[config.mk]
export PLATFORM = sky130hd
export DESIGN_NAME = skvm_ctrl
export DESIGN_NICKNAME = d
export VERILOG_FILES = /design/src/rtl/assert_macros.svh /design/src/rtl/skvm_pkg.sv /design/src/rtl/skvm_ctrl.sv
export SDC_FILE = /design/constraint.sdc
export NUM_CORES = 1
export LEC_CHECK = 0
export BUFFER_PORTS_ARGS = -buffer_cell sky130_fd_sc_hd__buf_2
export CAP_MARGIN = 20
export CORE_AREA = 2 2 39 41
export DETAILED_ROUTE_END_ITERATION = 7
export DIE_AREA = 0 0 41 43
export SYNTH_ARGS = -nofsm -noshare
export SYNTH_HDL_FRONTEND = slang
export SYNTH_SLANG_ARGS = --single-unit
[constraint.sdc]
create_clock -name clk -period 0.85 [get_ports clk]
set_input_delay 0.0425 -clock clk [delete_from_list [all_inputs] [get_ports clk]]
set_output_delay 0.0425 -clock clk [all_outputs]
set_load 0.01 [all_outputs]
[src/rtl/assert_macros.svh]
// assertion macros used by the rtl top level
`ifndef ASSERT_MACROS_SVH
`define ASSERT_MACROS_SVH

`ifndef SYNTH

// antecedent holds -> consequent holds in the same cycle
`define ASSERT_IMPLY(lbl, clk, rst_n, ante, cons) \
    lbl: assert property (@(posedge clk) disable iff (!rst_n) (ante) |-> (cons)) \
        else $error("assertion failed");

// antecedent holds -> consequent holds in the next cycle
`define ASSERT_NEXT(lbl, clk, rst_n, ante, cons) \
    lbl: assert property (@(posedge clk) disable iff (!rst_n) (ante) |=> (cons)) \
        else $error("assertion failed");

`else

`define ASSERT_IMPLY(lbl, clk, rst_n, ante, cons)

`define ASSERT_NEXT(lbl, clk, rst_n, ante, cons)

`endif

`endif

[src/rtl/skvm_pkg.sv]
// types, constants and helpers for the sorted key-value map
`timescale 1ns / 1ps

package skvm_pkg;

    localparam int CAPACITY = 64;
    localparam int COUNT_W  = $clog2(CAPACITY + 1);
    localparam int KEY_W    = 32;
    localparam int ENTRY_W  = 7;

    localparam logic [1:0] ACT_PUT    = 2'd0;
    localparam logic [1:0] ACT_GET    = 2'd1;
    localparam logic [1:0] ACT_REMOVE = 2'd2;

    localparam logic [ENTRY_W-1:0] ENTRY_MAX = '1;
    localparam logic signed [KEY_W-1:0] NO_VALUE = '1;

    typedef struct packed {
        logic [1:0]              action;
        logic signed [KEY_W-1:0] lookup_key;
        logic signed [KEY_W-1:0] store_value;
    } req_t;

    typedef struct packed {
        logic                    found;
        logic signed [KEY_W-1:0] read_value;
        logic                    full_error;
        logic [ENTRY_W-1:0]      entry_count;
    } rsp_t;

    typedef struct packed {
        logic load;
        logic commit;
    } dp_cmd_t;

    function automatic logic [ENTRY_W-1:0] sat_count(input logic [COUNT_W-1:0] c);
        if (int'(c) > int'(ENTRY_MAX))
            return ENTRY_MAX;
        else
            return ENTRY_W'(c);
    endfunction

endpackage

[src/rtl/skvm_ctrl.sv]
// request sequencer: accept, evaluate, hand result to the output register
`timescale 1ns / 1ps

module skvm_ctrl (
    input  logic              clk,
    input  logic              rst_n,
    input  logic              req_valid,
    output logic              req_stall,
    output logic              rsp_valid,
    input  logic              rsp_stall,
    output skvm_pkg::dp_cmd_t cmd
);
    import skvm_pkg::*;

    typedef enum logic [1:0] {
        S_IDLE = 2'b01,
        S_EVAL = 2'b10
    } state_t;

    state_t state_reg, state_next;
    logic   rsp_valid_reg, rsp_valid_next;

    always_comb
    begin
        state_next = state_reg;
        cmd        = '0;
        unique case (state_reg)
            S_IDLE:
            begin
                cmd.load = req_valid;
                if (req_valid)
                    state_next = S_EVAL;
            end
            S_EVAL:
            begin
                cmd.commit = !rsp_valid_reg || !rsp_stall;
                if (cmd.commit)
                    state_next = S_IDLE;
            end
            default:
            begin
                state_next = S_IDLE;
            end
        endcase
    end

    always_comb
    begin
        rsp_valid_next = rsp_valid_reg;
        if (cmd.commit)
            rsp_valid_next = 1'b1;
        else if (!rsp_stall)
            rsp_valid_next = 1'b0;
    end

    always_ff @(posedge clk or negedge rst_n)
    begin
        if (!rst_n)
        begin
            state_reg     <= S_IDLE;
            rsp_valid_reg <= 1'b0;
        end
        else
        begin
            state_reg     <= state_next;
            rsp_valid_reg <= rsp_valid_next;
        end
    end

    assign req_stall = (state_reg != S_IDLE);
    assign rsp_valid = rsp_valid_reg;

endmodule

==> metrics.md, run 1 <==
| Metric | Value |
|---|---|
| Reg2reg setup slack | -0.09 ns |
| Post-synthesis sequential area ratio | 56.0% |
| Commonest cells after routing, fill and taps aside | 6 x buf_2, 3 x clkbuf_4, 2 x nand2_1, 2 x buf_6, 2 x dfrtp_1 |
| Initial antenna violation count | 0 |
| Clock skew | 0.0000698 ns |
| Number of max-cap violations | 0 |
| Max Clock Freq | 851 MHz |
| Nets | 31 |
| Worst reg2reg path depth | 3 |
| Vias in the first global route | 148 |
| Core area | 1380 um2 |
| Maximum vdd drop | 0.299 mV |
| Cell total after placement | 36 |
| Die height | 43 um |
| Total global-route track usage | 5.33% |
| Port bufs | 7 |
| Hold slack | 0.116 ns |
| Critical hold path startpoint | rsp_stall |
| DRC viols | 0 |
| Die area | 1760 um2 |
| Highest routing layer actually used | met3 |
| GP Congestion | 0.446 |
| Pre-CTS setup slack | -0.0877 ns |
| Worst slew margin | 89.9% |
| Std cell rows | 14 |
| Setup slack after layout | -0.325 ns |
| Routed wire per std cell | 7.48 um |
| Worst path arrival time | 1.13 ns |
| Clk slew on worst S/H paths | 0.04 ns |
| YS warnings | 0 |
| Hold Path Depth | 3 |
| Largest register FFs | 2 |
| Distinct cell type count after synthesis | 10 |
| Worst EP required | 0.81 ns |
| Final WL | 314 um |
| RSZ-0062 raised after global routing | true |
| Reg2reg end | state_reg[1] |
| Mapped Cells | 13 |
| DRT antenna net count | 0 |
| Commonest non-fill, non-tap cell in the layout | buf_2 |
| Final std cells w/o fill | 42 |
| Largest net degree at the start of global routing | 4 |
| CTS tree | built |
| DRT met1 WL | 101 um |
| Slew of the pin with the lowest slew margin | 0.151 ns |
| Vias/cell | 3.29 |
| DR iter-0 viols | 0 |
| Pre-antenna DRT Iters | 1 |
| Worst hold path type | primary input to flop |
| Max Slew Vio Count | 0 |
| Leak | 0.133 nW |
| Clock Latency Late Sink | 0.23 ns |
| Critical Path Sink Type | output pin |
| # fillers | 163 |
| CTS Buffer Depth | 2 |
| Global route overflow | 0 |
| Hold endpoint | rsp_valid |
| Mapped Avg Cell Area | 10.5 um2 |
| Fraction of layout cells with a size suffix above 1 | 69.2% |
| RR Startpoint | state_reg[0] |
| Setup tns final | -1.07 ns |
| Seq cells post-synth | 3 |
| Root Buffer | clkbuf_4 |
| Met3 WL post-DR | 48 um |
| Synth Cell Area | 136 um2 |
| CP Max Fanout | 3 |
| CTS Buf Count | 3 |
| Die width | 41 um |
| Syn nets | 17 |
| DP HPWL | 231 um |
| First-pass GRT wire length | 469 um |
| Fin crit period | 1.17 ns |
| Failing checks | setup timing |
| Area delta synth->final | 94.5% |
| Clock Sink Count | 3 |
| Final setup fails | 6 |
| DR vias | 138 |
| H-Tree Depth | 1 |
| Power Density | 2120 nW/um2 |
| Diode count | 0 |
| Critical path class | flop to output pin |
| Final hold vios | 0 |
| IO Pins | 8 |
| Met2 Wirelength | 163 um |
| Status | complete, but fails checks |
| Starting density of the core | 9.86% |
| Startpoint Class | flop |
| Crit share post-route | 138% |
worst max-delay path: stages (launching register included):
cell and delay (ns):
dfstp_2 0.53, or2b_4 0.26, buf_6 0.12
worst max path at each step:
stage	cells past startpoint	start	to	slack [ns]
floorplan	3	state_reg[0]	cmd[0]	0.003
global placement	2	state_reg[0]	req_stall	-0.08
detailed placement	2	state_reg[0]	req_stall	-0.09
CTS	2	state_reg[0]	req_stall	-0.34
global route	2	state_reg[0]	req_stall	-0.37
finish	2	state_reg[0]	req_stall	-0.32
layer usage:
metal  global-route usage, %  vias to the layer above
met5                       0                        -
met4                    8.00                        0
met3                    6.28                        0
met2                    7.50                        7
met1                    1.61                       63
li1                        -                       68
repair_timing:
item,CTS,global route
endpoints found under the hold margin,3,0
hold buffers,1,0
resized for setup,3,1
buffers inserted,1,0
cloned,0,0
setup endpoints to repair,5,6
Yosys cell counts:
master / count / area, um2
nand2_1: 3 / 11.3
dfrtp_1: 2 / 50.1
a21oi_1: 1 / 5.00
buf_4: 1 / 7.51
dfstp_2: 1 / 26.3
nand2b_2: 1 / 8.76
nor2_1: 1 / 3.75
o22a_1: 1 / 8.76
o22ai_1: 1 / 6.26
or2b_2: 1 / 8.76
report_power, final:
part / switching, mW / total (mW) / internal [mW]
logic: 0.0537 / 0.133 / 0.0792
registers: 0.0158 / 0.181 / 0.165
clock network: 0.0727 / 0.249 / 0.176
total: 0.142 / 0.563 / 0.420
metrics by stage:
step / util [%] / total power, mW / cell area (um2)
final: 19.2 / 0.563 / 265
after global routing: 19.2 / 0.611 / 265
after CTS: 19.0 / 0.579 / 263
after detailed placement: 14.6 / 0.288 / 203
after global placement: 14.6 / 0.284 / 203
after floorplan: - / 0.246 / 148
logic make-up after synthesis:
family	after synthesis	share of synthesized area (%)
AND/OR/NAND/NOR	6	23.9
flip-flops	3	56.0
AO/OA/AOI/OAI	3	14.7
buffers and inverters	1	5.51
final cells by class:
cell class              instances  area, um2  share of cell area [%]
well taps                      16       20.0                    7.55
multi-input cells               9       72.6                    27.4
clock buffers                   4       26.3                    9.91
flip-flops and latches          3       76.3                    28.8
repair buffers                 10       70.1                    26.4
Note: power is estimated with default switching activity, not from simulation.
==> inputs of run 2 (changes only) <==
- CTS_BUF_LIST: default -> sky130_fd_sc_hd__clkbuf_8
- RECOVER_POWER: default -> 25
- TNS_END_PERCENT: default -> 100
==> metrics.md, run 2 (synthesis results as in run 1) <==
| Metric | Value |
|---|---|
| DP HPWL | 231 um |
| CP Max Fanout | 3 |
| Failing checks | setup timing |
| Die width | 41 um |
| DP Area | 203 um2 |
| DRC viols | 0 |
| Reg2reg setup slack | -0.09 ns |
| First-pass GRT wire length | 489 um |
| Clock Latency Late Sink | 0.21 ns |
| Largest register FFs | 2 |
| Fraction of layout cells with a size suffix above 1 | 65.4% |
| Vias/cell | 3.29 |
| Initial antenna violation count | 0 |
| Worst hold path type | primary input to flop |
| Global route overflow | 0 |
| # fillers | 164 |
| Starting density of the core | 9.86% |
| Diode count | 0 |
| RSZ-0062 raised after global routing | true |
| Critical Path Sink Type | output pin |
| Status | complete, but fails checks |
| Worst EP required | 0.81 ns |
| Worst path arrival time | 1.11 ns |
| Met2 usage | 7.50% |
| Largest net degree at the start of global routing | 4 |
| GP Congestion | 0.446 |
| Max Clock Freq | 865 MHz |
| Final WL | 316 um |
| Final setup fails | 6 |
| Grt met1 use | 2.26% |
| IO Pins | 8 |
| CTS Buf Count | 3 |
| Critical path class | flop to output pin |
| Die area | 1760 um2 |
| Layer with the highest usage | met4 |
| Clock skew | 0.000206 ns |
| CTS Buffer Depth | 2 |
| Startpoint Class | flop |
| DRT antenna net count | 0 |
| Port bufs | 7 |
| Finished Cell Area | 283 um2 |
| DR iter-0 viols | 0 |
| Root Buffer | clkbuf_8 |
| Pre-antenna DRT Iters | 1 |
| Fin crit period | 1.16 ns |
| CTS tree | built |
| Total global-route track usage | 5.23% |
| Setup slack after layout | -0.306 ns |
| Core area | 1380 um2 |
| Number of max-cap violations | 0 |
| Setup tns final | -1.02 ns |
| Grt met3 use | 4.71% |
| Maximum vdd drop | 0.411 mV |
| Final hold vios | 0 |
| Pre-CTS setup slack | -0.0877 ns |
| Die height | 43 um |
| Clk slew on worst S/H paths | 0.03 ns |
| Nets | 31 |
| Worst slew margin | 88.9% |
| Max Slew Vio Count | 0 |
| H-Tree Depth | 1 |
| Commonest cells after routing, fill and taps aside | 5 x buf_2, 3 x clkbuf_8, 2 x nand2_1, 2 x buf_6, 2 x dfrtp_1 |
| Routed wire per std cell | 7.52 um |
| DR vias | 138 |
| Leak | 0.143 nW |
| Power Density | 2520 nW/um2 |
| Area delta synth->final | 107% |
| Vias in the first global route | 147 |
| Crit share post-route | 136% |
| Commonest non-fill, non-tap cell in the layout | buf_2 |
| Std cell rows | 14 |
| Clock Sink Count | 3 |
| Slew of the pin with the lowest slew margin | 0.167 ns |
==> run 2: cell types whose count changed in the layout (fill, tap and decap cells not counted) <==
cell	change
clkbuf_4	-3
buf_2	-1
inv_1	+1
clkbuf_8	+3
==> run 2: power breakdown <==
group          internal (mW)  switching [mW]
combinational         0.0785          0.0539
sequential             0.166          0.0158
clock                  0.307          0.0907
total                  0.551           0.160
==> run 2: worst max-delay path, cell delays in order, from the launching register on <==
cell and delay (ns):
dfstp_2 0.52, or2b_4 0.26, buf_6 0.12
==> run 2: final timing paths <==
path / start / to / depth (start not counted)
worst max-delay path: state_reg[0] / req_stall / 2
worst min-delay path: rsp_stall / rsp_valid / 3
worst max register to register: state_reg[0] / state_reg[1] / 3
worst min register to register: rsp_valid / rsp_valid / 2
max in group asynchronous: rst_n / state_reg[0] / 2
min in group asynchronous: rst_n / state_reg[1] / 2
==> run 2: timing repair <==
action	4_1_cts	5_1_grt
hold endpoints to repair	3	0
gates resized for setup	3	1
endpoints found under the setup margin	5	6
hold buffers	1	0
setup buffers	1	0
cloned	0	0
==> run 2: cell type report <==
cell class | count | area (um2) | share of cell area (%)
clock buffers | 3 | 41.3 | 14.6
multi-input cells | 9 | 72.6 | 25.7
well taps | 16 | 20.0 | 7.08
repair buffers | 10 | 68.8 | 24.3
flip-flops and latches | 3 | 76.3 | 27.0
clock inverters | 1 | 3.75 | 1.33
==> run 2: metal layers <==
layer,vias up,share of wire (%)
met5,-,0
met4,0,0
met3,0,13
met2,7,51
met1,63,36
li1,68,-
==> run 2: through the flow <==
stage | power (mW) | std cells | utilization (%) | hold slack (ns)
finish | 0.712 | 42 | 20.4 | 0.133
global route | 0.765 | 42 | 20.4 | 0.150
CTS | 0.728 | 42 | 20.3 | 0.125
detailed placement | 0.288 | 36 | 14.6 | -0.156
global placement | 0.284 | 36 | 14.6 | -0.157
floorplan | 0.246 | 13 | - | -0.253
==> inputs of run 3 (changes only) <==
- CTS_BUF_LIST: sky130_fd_sc_hd__clkbuf_8 -> default
- PLACE_DENSITY: default -> 0.3
==> metrics.md, run 3 (synthesis results as in run 1) <==
| Metric | Value |
|---|---|
| Status | complete, but fails checks |
| Failing checks | setup timing |
| Commonest cells after routing, fill and taps aside | 5 x buf_2, 3 x clkbuf_4 |
| First-pass GRT wire length | 524 um |
| Max Clock Freq | 853 MHz |
| Worst slew margin | 88.5% |
| Initial antenna violation count | 0 |
| DRC viols | 0 |
| Final WL | 304 um |
| Final setup fails | 6 |
| Critical path class | flop to output pin |
| Vias in the first global route | 139 |
| Pre-CTS setup slack | -0.0974 ns |
| Worst setup startpoint | state_reg[0] |
| Fraction of layout cells with a size suffix above 1 | 65.4% |
| Fin crit period | 1.17 ns |
| DP HPWL | 256 um |
| Final std cells w/o fill | 42 |
| Clock Latency Late Sink | 0.23 ns |
| Largest register FFs | 2 |
| Cell total after placement | 36 |
| Worst reg2reg path depth | 3 |
| Die height | 43 um |
| CTS Buffer Depth | 2 |
| Clock Sink Count | 3 |
| Delay-heaviest family, CP | flip-flops |
| Worst path bufs/invs | 1 |
| Maximum vdd drop | 0.551 mV |
| Clk slew on worst S/H paths | 0.03 ns |
| IO Pins | 8 |
| Pre-antenna DRT Iters | 1 |
| RSZ-0062 raised after global routing | true |
| Area delta synth->final | 93.6% |
| Clock skew | 0.00131 ns |
| Max Slew Vio Count | 0 |
| CTS Buf Count | 3 |
| Post-layout util | 19.1% |
| Reg2reg end | state_reg[1] |
| DR vias | 133 |
| H-Tree Depth | 1 |
| Commonest non-fill, non-tap cell in the layout | buf_2 |
| Diode count | 0 |
| CP Max Fanout | 3 |
| Die width | 41 um |
| Nets | 31 |
| Slew of the pin with the lowest slew margin | 0.172 ns |
| RR Startpoint | state_reg[0] |
| Critical Path Max Stage Delay | 0.52 ns |
| GP Congestion | 0.552 |
| Power Density | 2110 nW/um2 |
| DP Area | 203 um2 |
| Vias/cell | 3.17 |
| CTS tree | built |
| Starting density of the core | 9.86% |
| Core area | 1380 um2 |
| Global route overflow | 0 |
| Std cell rows | 14 |
| Finished Cell Area | 264 um2 |
| Die area | 1760 um2 |
| Critical hold path startpoint | rsp_stall |
| DR iter-0 viols | 0 |
| Worst path arrival time | 1.13 ns |
| Worst hold path type | primary input to flop |
| Largest net degree at the start of global routing | 5 |
| Worst EP required | 0.81 ns |
| Startpoint Class | flop |
| Total global-route track usage | 4.82% |
| Crit share post-route | 138% |
| CP max stage cell | dfstp_2 |
| Routed wire per std cell | 7.24 um |
| Port bufs | 7 |
| Root Buffer | clkbuf_4 |
| Final hold vios | 0 |
| Leak | 0.131 nW |
| DRT antenna net count | 0 |
| Setup slack after layout | -0.322 ns |
| Levels on crit path | 2 |
| Number of max-cap violations | 0 |
| CP Cell Sequence | or2b_4 > buf_6 |
| CP Capture Point | req_stall |
| Reg2reg setup slack | -0.09 ns |
| Critical Path Sink Type | output pin |
## run 3: where the power goes
| part | switching, mW | total [mW] | internal (mW) |
|---|---|---|---|
| clock | 0.0679 | 0.243 | 0.175 |
| sequential | 0.0166 | 0.182 | 0.166 |
| combinational | 0.0527 | 0.131 | 0.0784 |
| total | 0.137 | 0.557 | 0.419 |
## run 3: layer usage
layer / wire length [um] / up-vias / track usage [%]
li1: - / 68 / -
met1: 88 / 63 / 4.18
met2: 199 / 2 / 7.19
met3: 16 / 0 / 1.57
met4: 0 / 0 / 6.00
met5: 0 / - / 0
## run 3: timing repair
action                                  in CTS  in global routing
endpoints found under the setup margin       5                  6
resized for setup                            2                  2
gates cloned                                 0                  0
hold buffers                                 1                  0
setup buffers                                1                  0
pin swaps                                    0                  0
hold endpoints to repair                     3                  0
## run 3: worst min path at each step
stage	end	slack, ns	depth (start not counted)
finish	rsp_valid	0.12	3
global route	rsp_valid	0.15	3
CTS	rsp_valid	0.09	3
detailed placement	rsp_valid	-0.16	1
global placement	rsp_valid	-0.16	1
floorplan	rsp_valid	-0.25	0
## run 3: through the flow
step	hold slack (ns)	power (mW)	TNS, ns
final	0.122	0.557	-1.05
after global routing	0.150	0.600	-1.37
after CTS	0.0944	0.569	-1.13
after detailed placement	-0.158	0.290	-0.171
after global placement	-0.160	0.288	-0.144
after floorplan	-0.253	0.246	0
## run 3: final cells by class
| cell class | count | area [um2] |
|---|---|---|
| repair buffers | 10 | 68.8 |
| clock buffers | 4 | 26.3 |
| fillers | 164 | 1120 |
| multi-input cells | 9 | 72.6 |
| flip-flops and latches | 3 | 76.3 |
| well taps | 16 | 20.0 |
## run 3: worst register-to-register path, stage by stage (launching register included)
cell and delay (ns):
dfstp_2 0.52, nand2b_4 0.13, buf_6 0.10, o22ai_2 0.06
